$ cat config.mk
export PLATFORM = sky130hd
export DESIGN_NAME = sorted_priority_queue_flat
export DESIGN_NICKNAME = d
export VERILOG_FILES = /design/src/rtl/spq_pkg.sv /design/src/rtl/spq_chan_if.sv /design/src/rtl/spq_cell.sv /design/src/rtl/sorted_priority_queue.sv /design/src/flat_wrapper.sv
export SDC_FILE = /design/constraint.sdc
export NUM_CORES = 1
export LEC_CHECK = 0
export BUFFER_PORTS_ARGS = -buffer_cell sky130_fd_sc_hd__buf_2
export CAP_MARGIN = 40
export CORE_AREA = 10 10 47 49
export DETAILED_ROUTE_END_ITERATION = 12
export DIE_AREA = 0 0 57 59
export GPL_ROUTABILITY_DRIVEN = 0
export HOLD_SLACK_MARGIN = 0.1
export PLACE_DENSITY = 0.47
export SKIP_CTS_REPAIR_TIMING = 1
export SLEW_MARGIN = 10
export SYNTH_ARGS = -nofsm -noshare
export SYNTH_HDL_FRONTEND = slang
export SYNTH_HIERARCHICAL = 1
export SYNTH_SLANG_ARGS = --single-unit
$ cat constraint.sdc
create_clock -name clk -period 1.33 [get_ports clk]
set_input_delay 0.133 -clock clk [delete_from_list [all_inputs] [get_ports clk]]
set_output_delay 0.133 -clock clk [all_outputs]
set_load 0.03 [all_outputs]
$ cat src/rtl/spq_pkg.sv
// ----------------------------------------------------------------------------
// Sorted priority queue package
// Shared types, codes and constants for the sorted priority queue and its cells.
// ----------------------------------------------------------------------------
package spq_pkg;

	localparam int DEPTH_DEF = 8;
	localparam int VAL_W     = 32;
	localparam int PRI_W     = 8;
	localparam int OCC_W     = 4;

	typedef enum logic {
		OP_INSERT = 1'b0,
		OP_REMOVE = 1'b1
	} op_t;

	typedef enum logic [1:0] {
		ST_DONE  = 2'd0,
		ST_FULL  = 2'd1,
		ST_EMPTY = 2'd2
	} status_t;

	typedef struct packed {
		op_t                     operation;
		logic signed [VAL_W-1:0] entry_value;
		logic        [PRI_W-1:0] entry_priority;
	} in_t;

	typedef struct packed {
		status_t                 status;
		logic signed [VAL_W-1:0] removed_value;
		logic        [PRI_W-1:0] removed_priority;
		logic        [OCC_W-1:0] occupancy;
	} out_t;

	typedef struct packed {
		logic signed [VAL_W-1:0] value;
		logic        [PRI_W-1:0] prio;
	} entry_t;

	// Command broadcast to every cell of the chain at once.
	typedef struct packed {
		logic   shift_in;   // accepted insert into a queue with room
		logic   shift_out;  // accepted remove from a queue that holds entries
		entry_t entry;      // entry carried by the insert
	} cell_cmd_t;

endpackage

$ cat src/rtl/spq_chan_if.sv
// ----------------------------------------------------------------------------
// Stream channel
// Valid/ready channel carrying one payload beat; a beat moves when both are high.
// ----------------------------------------------------------------------------
interface spq_chan_if #(
	parameter type T = logic
);
	logic valid;
	logic ready;
	T     data;

	modport source (output valid, output data, input ready);
	modport sink   (input valid, input data, output ready);
endinterface

$ cat src/rtl/spq_cell.sv
// ----------------------------------------------------------------------------
// Sorted priority queue cell
// One slot of the sorted chain; shifts toward the tail on insert, toward the head on remove.
// ----------------------------------------------------------------------------
module spq_cell (
	input  logic               clk,
	input  spq_pkg::cell_cmd_t cmd,
	input  logic               occupied,
	input  logic               prev_moves,
	input  spq_pkg::entry_t    prev_entry,
	input  spq_pkg::entry_t    next_entry,
	output logic               moves,
	output spq_pkg::entry_t    entry
);
	spq_pkg::entry_t entry_q;

	// A cell gives way when it is empty or holds a strictly lower priority, so
	// equal priorities stay ahead of the newcomer.
	assign moves = !occupied || (entry_q.prio < cmd.entry.prio);
	assign entry = entry_q;

	always_ff @(posedge clk) begin
		if (cmd.shift_in && moves) begin
			entry_q <= prev_moves ? prev_entry : cmd.entry;
		end else if (cmd.shift_out) begin
			entry_q <= next_entry;
		end
	end
endmodule

$ cat src/rtl/sorted_priority_queue.sv
// ----------------------------------------------------------------------------
// Sorted priority queue
// Bounded queue held in a chain of cells sorted by descending priority.
// ----------------------------------------------------------------------------
// The queue holds up to DEPTH entries, each a signed 32-bit value and an 8-bit
// priority, kept sorted with the highest priority in cell 0. Every command beat
// produces exactly one response beat. An insert lands behind every stored entry
// of greater or equal priority, so equal priorities leave in arrival order; an
// insert into a full queue is dropped with status FULL, and a remove from an
// empty queue returns status EMPTY. Removed value and priority are zero unless
// a remove succeeds, and occupancy reports the entry count after the command.
// For each command, all cells compare against the new priority and shift to
// their neighbor on the same edge, so a new command is taken in every cycle
// that is not stalled. The response sits in an output register, which lets
// the next command in while the previous response is being taken; the command
// side stalls only while a response waits and the response side is not ready.
// The response appears in the cycle after its command is accepted.
module sorted_priority_queue #(
	parameter int DEPTH = spq_pkg::DEPTH_DEF
) (
	input  logic        clk,
	input  logic        arst_n,
	spq_chan_if.sink    cmd,
	spq_chan_if.source  rsp
);
	localparam int CNT_W = $clog2(DEPTH + 1);

	logic [CNT_W-1:0]   count_q;
	logic [CNT_W-1:0]   count_next;
	logic               rsp_valid_q;
	spq_pkg::out_t      rsp_q;
	spq_pkg::in_t       req;
	spq_pkg::cell_cmd_t cell_cmd;
	logic               accept;
	logic               full;
	logic               empty;
	spq_pkg::status_t   status;

	spq_pkg::entry_t    entries [DEPTH];
	logic               moves   [DEPTH];

	assign req    = cmd.data;
	assign full   = (count_q == CNT_W'(DEPTH));
	assign empty  = (count_q == '0);

	// The response register frees up as soon as its beat is taken.
	assign cmd.ready = !rsp_valid_q || rsp.ready;
	assign accept    = cmd.valid && cmd.ready;

	always_comb begin
		cell_cmd.shift_in  = accept && (req.operation == spq_pkg::OP_INSERT) && !full;
		cell_cmd.shift_out = accept && (req.operation == spq_pkg::OP_REMOVE) && !empty;
		cell_cmd.entry.value = req.entry_value;
		cell_cmd.entry.prio  = req.entry_priority;

		if (req.operation == spq_pkg::OP_INSERT) begin
			status = full ? spq_pkg::ST_FULL : spq_pkg::ST_DONE;
		end else begin
			status = empty ? spq_pkg::ST_EMPTY : spq_pkg::ST_DONE;
		end

		count_next = count_q;
		if (cell_cmd.shift_in) begin
			count_next = count_q + CNT_W'(1);
		end else if (cell_cmd.shift_out) begin
			count_next = count_q - CNT_W'(1);
		end
	end

	// The chain: each cell looks at its neighbor toward the head when opening a
	// gap and at its neighbor toward the tail when closing one.
	for (genvar i = 0; i < DEPTH; i++) begin : g_cell
		localparam logic [CNT_W-1:0] IDX = CNT_W'(i);
		logic            prev_moves;
		spq_pkg::entry_t prev_entry;
		spq_pkg::entry_t next_entry;

		if (i == 0) begin : g_head
			assign prev_moves = 1'b0;
			assign prev_entry = '0;
		end else begin : g_body
			assign prev_moves = moves[i-1];
			assign prev_entry = entries[i-1];
		end

		if (i == DEPTH - 1) begin : g_tail
			assign next_entry = '0;
		end else begin : g_inner
			assign next_entry = entries[i+1];
		end

		spq_cell u_cell (
			.clk        (clk),
			.cmd        (cell_cmd),
			.occupied   (IDX < count_q),
			.prev_moves (prev_moves),
			.prev_entry (prev_entry),
			.next_entry (next_entry),
			.moves      (moves[i]),
			.entry      (entries[i])
		);
	end

	always_ff @(posedge clk or negedge arst_n) begin
		if (!arst_n) begin
			count_q     <= '0;
			rsp_valid_q <= 1'b0;
		end else begin
			count_q <= count_next;
			if (accept) begin
				rsp_valid_q <= 1'b1;
			end else if (rsp.ready) begin
				rsp_valid_q <= 1'b0;
			end
		end
	end

	// Response payload; the head entry is captured before the chain shifts.
	always_ff @(posedge clk) begin
		if (accept) begin
			rsp_q.status           <= status;
			rsp_q.removed_value    <= cell_cmd.shift_out ? entries[0].value : '0;
			rsp_q.removed_priority <= cell_cmd.shift_out ? entries[0].prio : '0;
			rsp_q.occupancy        <= spq_pkg::OCC_W'(count_next);
		end
	end

	assign rsp.valid = rsp_valid_q;
	assign rsp.data  = rsp_q;

	// The count never passes the capacity.
	a_count_bound: assert property (@(posedge clk) disable iff (!arst_n)
		count_q <= CNT_W'(DEPTH))
	else $error("entry count above capacity");

	// A successful insert grows the queue by exactly one entry.
	a_insert_grows: assert property (@(posedge clk) disable iff (!arst_n)
		cell_cmd.shift_in |=> count_q == $past(count_q) + CNT_W'(1))
	else $error("insert did not grow the queue by one");

	// The two head cells stay in priority order whenever both are occupied.
	a_head_sorted: assert property (@(posedge clk) disable iff (!arst_n)
		(count_q >= CNT_W'(2)) |-> entries[0].prio >= entries[1].prio)
	else $error("head cells out of priority order");

	// A rejected command reports zero for the removed fields.
	a_reject_zero: assert property (@(posedge clk) disable iff (!arst_n)
		(rsp_valid_q && rsp_q.status != spq_pkg::ST_DONE) |->
			(rsp_q.removed_value == '0 && rsp_q.removed_priority == '0))
	else $error("rejected command returned a nonzero entry");
endmodule
$ cat src/flat_wrapper.sv
// flat-port wrapper written by rule: the top's interface ports become plain ports
module sorted_priority_queue_flat 
#(
	parameter int DEPTH = spq_pkg::DEPTH_DEF
)
  (clk, arst_n, cmd_valid, cmd_data, cmd_ready, rsp_valid, rsp_data, rsp_ready);
  spq_chan_if cmd_i ();
  spq_chan_if rsp_i ();
  input  logic clk;
  input  logic arst_n;
  input wire logic [$bits(cmd_i.valid)-1:0] cmd_valid;
  input wire logic [$bits(cmd_i.data)-1:0] cmd_data;
  output wire logic [$bits(cmd_i.ready)-1:0] cmd_ready;
  output wire logic [$bits(rsp_i.valid)-1:0] rsp_valid;
  output wire logic [$bits(rsp_i.data)-1:0] rsp_data;
  input wire logic [$bits(rsp_i.ready)-1:0] rsp_ready;
  assign cmd_i.valid = cmd_valid;
  assign cmd_i.data = cmd_data;
  assign cmd_ready = cmd_i.ready;
  assign rsp_valid = rsp_i.valid;
  assign rsp_data = rsp_i.data;
  assign rsp_i.ready = rsp_ready;
  sorted_priority_queue #(.DEPTH(DEPTH)) u_core (.clk(clk), .arst_n(arst_n), .cmd(cmd_i), .rsp(rsp_i));
endmodule
==> metrics, run 1 <==
starting density of the core=21.4%; Post-Synthesis Cells=22; total congestion overflow=0; Area growth syn-to-layout=34.6%; first-pass GRT wire length=about 1100 um; CP max stage cell=dfrtp_1; crit path capture type=register; Remaining DRCs=0; final-report max-slew violation count=0; Worst setup endpoint=u_core/count_q[1]; post-DP HPWL=between 400 and 500 um; worst min-delay path category=primary input to register; r2r setup slk=0.007 ns; Clk pin slew, worst setup/hold paths=0.05 ns; most instantiated cells after synthesis=dfrtp_1, ha_1, inv_1, xnor2_1; Final Cycle Share=99.5%; htree depth=1; GRT Util Overall=4.59%; worst vdd ir=between 0.7 and 0.8 mV; largest net degree at the start of global routing=7; ant diodes=0; Rel. slew slack=86.6%; full die area=3360 sq um; Worst Path Required=1.46 ns; 1st-iter DRT viols=5; post-synth top area share=a little over two fifths; final WL=597 um; drt via density=between 4 and 5; top_reg_cell synth=dfrtp_1; Sink Count=6; Synth Warn #=6; DRT Pass-1 Iters=2; pre-CTS setup slack=0.0285 ns; crit-path cells=inv_1, ha_2, nand2_2, o211ai_4, mux2_4; Post-Syn Nets=29; worst-margin pin slew=0.200 ns; most numerous cell in the Yosys netlist=dfrtp_1; final setup margin=0.00660 ns; Max Freq=756 MHz; status=finished, final reports clean; Die X=57 um; pwr dens=between 2000 and 2500 nW/um^2; crit path DAT=roughly 1.5 ns; reg-to-reg startpoint=u_core/count_q[0]; CTS buffer count=3; clk buf depth=2; ys async rst share=83.3%; Post-Syn Area per Cell=13.6 sq um; Vias=about 220; Fin. Hold Viols=0; Reg2Reg Depth=5; number of max-cap violations=0; Synth area leader=dfrtp_1; top cells by area, synth=dfrtp_1, edfxtp_1, ha_1; io pins=8; Antenna Violating Nets Remaining=0; cell row count=14; number of setup violations in the final report=0; Worst R2R End=u_core/count_q[1]; routed len/inst=~12 um; CP Launch Point=u_core/count_q[0]; minimum clock period=1.32 ns; number of global-route vias before repair=between 200 and 250; setup repair after global routing missed its margin=yes; Core Area=approximately 1400 sq um; Crit Path Max Fanout=2; CP peak stage delay=0.37 ns; Post-synth EDFFs=1; layout cells sized above 1=about 46%; clk_skew=0.00848 ns; CP startpoint kind=register; CTS tree=yes; Crit Path Class=register to register; clk_lat worst skew=0.25 ns; Distinct cells, synth=15; post-synthesis sequential area ratio=~52%; die height=slightly below 60 um; #FFs+latches synth=6; Root Driver=clkbuf_4; Nets=43; mapped cell area=300 sq um; Leak=0.186 nW; initial antenna violation count=0; # port buffers=6; Hold Slack=0.178 ns
logic make-up (layout without fill, tap and decap cells):
| group | after synthesis | in the layout | share of synthesized area [%] |
|---|---|---|---|
| adder cells (fa/ha/maj) | 2 | 2 | 8.33 |
| AND/OR/NAND/NOR | 6 | 6 | 14.6 |
| XOR/XNOR | 2 | 2 | 5.83 |
| buffers and inverters | 2 | 15 | 2.50 |
| multiplexers | 1 | 1 | 5.00 |
| AO/OA/AOI/OAI | 3 | 3 | 12.1 |
| flip-flops | 6 | 6 | 51.7 |
cell type report:
class,instances,area [sq um]
tap,16,20.0
clock buffer,4,26.3
inverter,2,7.51
multi-input combinational,14,140
timing repair buffer,9,55.1
sequential,6,155
fill,159,997
worst min-delay path by stage:
stage / from / endpoint / slack (ns) / cells after the start
3_5_place_dp: arst_n / u_core/count_q[2] / -0.04 / 1
3_3_place_gp: arst_n / u_core/rsp.valid / -0.04 / 1
2_1_floorplan: arst_n / u_core/count_q[0] / -0.16 / 0
6_report: cmd_valid / u_core/rsp.valid / 0.18 / 2
5_1_grt: cmd_valid / u_core/rsp.valid / 0.18 / 2
4_1_cts: arst_n / u_core/count_q[2] / -0.32 / 1
critical path, delay by kind of cell, from the launching register on:
kind | cells | cell delay, ns
AND/OR/NAND/NOR | 1 | 0.07
multiplexers | 1 | 0.32
buffers and inverters | 1 | 0.06
adder cells (fa/ha/maj) | 1 | 0.17
AO/OA/AOI/OAI | 1 | 0.21
flip-flops | 1 | 0.37
power by group:
group          internal (mW)  total [mW]  switching (mW)
clock network          0.114       0.187          0.0733
logic                  0.170       0.317           0.147
registers              0.267       0.323          0.0557
sequential cells by signal (all words and copies together), names as in the netlist:
signal            cells
u_core/count_q        4
u_core/rsp.valid      1
u_core/rsp.data       1
routing by layer:
metal  track usage (%)  part of all wire (%)  vias up
met4              6.04                   5.7        0
li1                  -                     -      103
met2              5.43                    41        8
met3              2.79                   5.9        4
met5                 0                     0        -
met1              4.78                    47      107
cells in the final DEF (no fill, tap or decap):
cell type	count
edfxtp_1	1
inv_1	2
nand2_2	1
dfrtp_1	5
and3_1	1
clkbuf_4	3
nand2b_4	1
nand2b_1	1
xnor2_1	2
buf_2	6
a41oi_1	1
buf_4	2
mux2_4	1
clkbuf_1	1
o211ai_4	1
ha_2	1
dlygate4sd3_1	1
a31oi_1	1
and2_1	1
nand3_1	1
ha_1	1
per-stage QoR:
step	cell area [sq um]	util (%)	std cells	power, mW	TNS [ns]
3_3_place_gp	365	26.1	46	0.633	0
6_report	404	28.8	51	0.828	0
4_1_cts	392	27.9	50	0.833	0
3_5_place_dp	365	26.1	46	0.638	0
5_1_grt	404	28.8	51	0.903	-0.0500
2_1_floorplan	300	-	22	0.534	0
Note: power is estimated with default switching activity, not from simulation.
==> inputs of run 2 (changes only) <==
Settings changed: MAX_ROUTING_LAYER set to met4, SYNTH_HIERARCHICAL 1 to unset.
==> run 2 against run 1 <==
Net effect: synthesized cell count unchanged; global-route usage is 0.63 points lower; sequential share of layout area is 0.24 points higher; clock skew decreased by 0.0051 ns; flip-flop and latch count did not move; synthesized area did not move; highest routed layer is now met3; largest cell class unchanged.
==> metrics, run 2 <==
crit path capture type=register; top cells by area, synth=dfrtp_1, edfxtp_1, ha_1; most numerous cell in the Yosys netlist=dfrtp_1; post-synthesis sequential area ratio=about half; DRT Pass-1 Iters=2; Nets=43; Crit Path Max Fanout=2; worst min-delay path category=primary input to register; io pins=8; Synth Warn #=0; Root Driver=clkbuf_4; Worst Path Required=1.45 ns; worst vdd ir=0.704 mV; drt via density=4.08; Max Freq=between 700 and 800 MHz; Final Cycle Share=97.2%; clk_lat worst skew=0.24 ns; Vias=208; Fin. Hold Viols=0; Post-synth EDFFs=1; Post-Synthesis Cells=22; number of global-route vias before repair=227; number of max-cap violations=0; worst-margin pin slew=0.188 ns; post-synth top area share=41.7%; Leak=0.188 nW; clk_skew=roughly 0.0033 ns; Die X=about 57 um; Crit Path Class=register to register; clk buf depth=2; mapped cell area=300 sq um; #FFs+latches synth=6; layout cells sized above 1=42.9%; pre-CTS setup slack=0.0473 ns; routed len/inst=11.3 um; minimum clock period=between 1 and 1.5 ns; CTS tree=yes; Area growth syn-to-layout=33.7%; cell row count=14; final-report max-slew violation count=0; top_reg_cell synth=dfrtp_1; total power=817 uW; max reg flops=4; most frequent cells in the layout=buf_2, dfrtp_1, clkbuf_4; htree depth=1; ant diodes=0; full die area=3360 sq um; initial antenna violation count=0; total congestion overflow=0; utilization after layout=about 29%; pwr dens=roughly 2000 nW/um^2; Distinct cells, synth=15; largest net degree at the start of global routing=7; ys async rst share=83.3%; CTS buffer count=3; first-pass GRT wire length=924 um; Remaining DRCs=0; crit path DAT=1.42 ns; setup repair after global routing missed its margin=yes; die height=59 um; dpl cell area=365 sq um; status=finished, final reports clean; largest register by flop count=u_core.count_q; post-DP HPWL=461 um; final setup margin=0.0378 ns; Clk pin slew, worst setup/hold paths=around 0.050 ns; Synth area leader=dfrtp_1; most common cell after layout, fill and taps aside=buf_2; final WL=575 um; most instantiated cells after synthesis=dfrtp_1, ha_1, inv_1, xnor2_1; 1st-iter DRT viols=1; Antenna Violating Nets Remaining=0; GRT Util Overall=3.96%; Sink Count=6; Post-Syn Nets=29; Hold Slack=0.173 ns; Post-Syn Area per Cell=13.6 sq um; Post-Layout Inst Area=402 sq um; number of setup violations in the final report=0; CP startpoint kind=register; starting density of the core=21.4%; # port buffers=6; Rel. slew slack=87.4%; Core Area=1400 sq um
run 2: cell types whose count changed in the layout (fill, tap and decap cells not counted):
cell | previous run | this run
ha_2 | 1 | 0
ha_1 | 1 | 2
run 2: path summary, 6_finish.rpt:
check | startpoint | to | slack [ns] | cells past startpoint
max | u_core.count_q[0] | u_core.count_q[1] | 0.04 | 5
min reg2reg | u_core.count_q[3] | u_core.count_q[3] | 0.49 | 1
max in group asynchronous | arst_n | u_core.rsp.valid | 0.95 | 2
min | cmd_valid | u_core.rsp.valid | 0.17 | 2
max reg2reg | u_core.count_q[0] | u_core.count_q[1] | 0.04 | 5
min in group asynchronous | arst_n | u_core.count_q[0] | 0.24 | 2
run 2: cell type report:
| class | count | area [sq um] |
|---|---|---|
| Timing Repair Buffer | 9 | 55.1 |
| Multi-Input combinational cell | 14 | 138 |
| Sequential cell | 6 | 155 |
| Tap cell | 16 | 20.0 |
| Fill cell | 158 | 1000 |
| Inverter | 2 | 7.51 |
| Clock buffer | 4 | 26.3 |
run 2: per-stage QoR:
stage          setup TNS [ns]  instances
2_1_floorplan               0         22
3_3_place_gp                0         46
3_5_place_dp                0         46
4_1_cts                     0         50
5_1_grt               -0.0234         51
6_report                    0         51
run 2: worst max-delay path, stage by stage, from the launching register on:
cell and delay (ns):
dfrtp_1 0.38, inv_1 0.06, ha_1 0.15, nand2_2 0.07, o211ai_4 0.19, mux2_4 0.31
run 2: cell families (layout without fill, tap and decap cells):
logic type	Yosys count	in the layout	synth area share, %
simple gates	6	6	14.6
mux	1	1	5.00
flops	6	6	51.7
buf+inv	2	15	2.50
compound gates	3	3	12.1
fa+ha+maj	2	2	8.33
xor+xnor	2	2	5.83
run 2: routing by layer:
metal	vias to the layer above	share of wire [%]	GRT usage, %
met5	-	0	-
met4	0	0	4.03
met3	0	9.6	3.00
met2	6	42	4.65
met1	100	48	3.94
li1	102	-	-
run 2: where the power goes:
part	total, mW	internal [mW]	switching (mW)	leakage (nW)
clock	0.181	0.114	0.0671	0.0150
sequential	0.323	0.267	0.0558	0.0669
combinational	0.313	0.166	0.147	0.106
==> inputs of run 3 (changes only) <==
Settings changed: ABC_AREA set to 1, CELL_PAD_IN_SITES_DETAIL_PLACEMENT set to 1, CELL_PAD_IN_SITES_GLOBAL_PLACEMENT set to 2, CORE_AREA 10 10 47 49 to unset, CORE_MARGIN set to 10, CORE_UTILIZATION set to 24, DIE_AREA 0 0 57 59 to unset, PLACE_DENSITY 0.47 to 0.71.
==> run 3 against run 2 <==
Net effect: final cell count grew 39%; synthesized cell count grew 91%; fmax grew 8.8%; non-clock buffer count grew 1; global-route usage grew 1.3 points; flip-flop and latch count is the same; critical path type unchanged.
==> metrics, run 3 <==
most numerous cell in the Yosys netlist=nand2_1; Rel. slew slack=86.7%; drt via density=4.35; Synth area leader=dfrtp_1; worst-margin pin slew=~0.2 ns; Fin. Hold Viols=0; Clk pin slew, worst setup/hold paths=0.06 ns; post-DP HPWL=between 600 and 700 um; most instantiated cells after synthesis=nand2_1, dfrtp_1, inv_1; starting density of the core=26.0%; crit path capture type=register; Crit Path Class=register to register; r2r setup slk=0.14 ns; DRT Pass-1 Iters=1; number of global-route vias before repair=300; post-synthesis sequential area ratio=44.8%; Antenna Violating Nets Remaining=0; clk_skew=0.00252 ns; clk buf depth=2; Distinct cells, synth=12; #FFs+latches synth=6; Synth Warn #=0; Post-synth EDFFs=1; minimum clock period=1.19 ns; Worst Path Required=~1.4 ns; Die X=58 um; most common cell after layout, fill and taps aside=nand2_1; Leak=0.244 nW; pwr dens=between 1500 and 2000 nW/um^2; setup TNS=0 ns; Post-Syn Nets=49; max reg flops=4; full die area=3360 sq um; die height=58 um; crit path DAT=1.20 ns; utilization after layout=about 34%; CTS tree=yes; Post-Syn Area per Cell=8.25 sq um; GRT Util Overall=roughly 5.3%; 1st-iter DRT viols=0; number of setup violations in the final report=0; Vias=309; cell row count=13; post-synth top area share=36.1%; status=finished, final reports clean; Crit Path Max Fanout=5; largest register by flop count=u_core.count_q; CP startpoint kind=register; total congestion overflow=0; layout cells sized above 1=about 34%; final WL=a little under 800 um; first-pass GRT wire length=between 1000 and 1500 um; worst vdd ir=around 0.59 mV; # port buffers=6; final-report max-slew violation count=0; Post-Synthesis Cells=42; Remaining DRCs=0; top_reg_cell synth=dfrtp_1; Max Freq=842 MHz; Nets=64; io pins=8; worst min-delay path category=primary input to register; setup repair after global routing missed its margin=no; clk_lat worst skew=0.26 ns; FF/Latch Area=155 sq um; area occupied by multi-input gates=161 sq um; ys async rst share=83.3%; top cells by area, synth=dfrtp_1, nand2_1, edfxtp_1; largest net degree at the start of global routing=6; most frequent cells in the layout=nand2_1, buf_2, inv_1, dfrtp_1, nand3_1; # fillers=174; number of max-cap violations=0; Area growth syn-to-layout=31.0%; ant diodes=0; Final Cycle Share=about nine tenths; mapped cell area=347 sq um; routed len/inst=about 11 um; CTS buffer count=3; Root Driver=clkbuf_4; Core Area=1330 sq um; Sink Count=6; htree depth=1; initial antenna violation count=0
==> run 3: changes by cell type after synthesis, moves of 2 or more <==
| cell | before | now |
|---|---|---|
| nand2_1 | 0 | 17 |
| inv_1 | 2 | 5 |
| inv_2 | 0 | 3 |
| nand3_1 | 1 | 4 |
| xnor2_1 | 2 | 0 |
==> run 3: path summary, 6_finish.rpt <==
path / cells after the start / startpoint / endpoint
worst max-delay path: 6 / u_core.count_q[0] / u_core.rsp.data
worst min register to register: 2 / u_core.count_q[2] / u_core.count_q[2]
max in group asynchronous: 2 / arst_n / u_core.count_q[1]
worst min-delay path: 3 / cmd_valid / u_core.rsp.valid
min in group asynchronous: 2 / arst_n / u_core.rsp.valid
worst max register to register: 6 / u_core.count_q[0] / u_core.rsp.data
==> run 3: stage by stage <==
| step | instance area (sq um) | setup WS, ns | total power, mW | hold WS, ns | cells |
|---|---|---|---|---|---|
| after floorplan | 347 | 0.0942 | 0.555 | -0.163 | 42 |
| after global placement | 418 | 0.130 | 0.671 | -0.0398 | 66 |
| after detailed placement | 418 | 0.129 | 0.679 | -0.0371 | 66 |
| after CTS | 444 | 0.122 | 0.886 | -0.319 | 70 |
| after global routing | 454 | 0.0690 | 0.951 | 0.107 | 71 |
| final | 454 | 0.142 | 0.876 | 0.0940 | 71 |
==> run 3: kinds of logic (layout without fill, tap and decap cells) <==
kind of cell | after synthesis | after routing | synth area share (%)
AO/OA/AOI/OAI | 1 | 1 | 4.69
adder cells (fa/ha/maj) | 2 | 2 | 7.22
buffers and inverters | 8 | 22 | 8.66
flip-flops | 6 | 6 | 44.8
AND/OR/NAND/NOR | 25 | 25 | 34.7
==> run 3: power by group <==
| part | internal [mW] | switching (mW) | total, mW |
|---|---|---|---|
| sequential | 0.256 | 0.0618 | 0.318 |
| clock | 0.115 | 0.0910 | 0.206 |
| combinational | 0.146 | 0.206 | 0.352 |
| total | 0.517 | 0.359 | 0.876 |
==> run 3: metal layers <==
layer / up-vias / track usage (%) / part of all wire [%]
li1: 156 / - / -
met1: 146 / 4.61 / 39
met2: 5 / 8.44 / 53
met3: 2 / 2.83 / 5.4
met4: 0 / 4.03 / 2.6
met5: - / - / 0
==> run 3: layout make-up <==
type                            instances  area share, %
Sequential cell                         6           34.2
Clock buffer                            4           5.79
Inverter                                8           6.61
Multi-Input combinational cell         28           35.5
Tap cell                               15           4.13
Timing Repair Buffer                   10           13.8
==> run 3: critical path: stages (launching register included) <==
cell     delay, ns
dfrtp_1       0.34
inv_1         0.06
ha_1          0.22
nand3_4       0.12
nand2_2       0.09
nand2_1       0.07
nand2_1       0.05
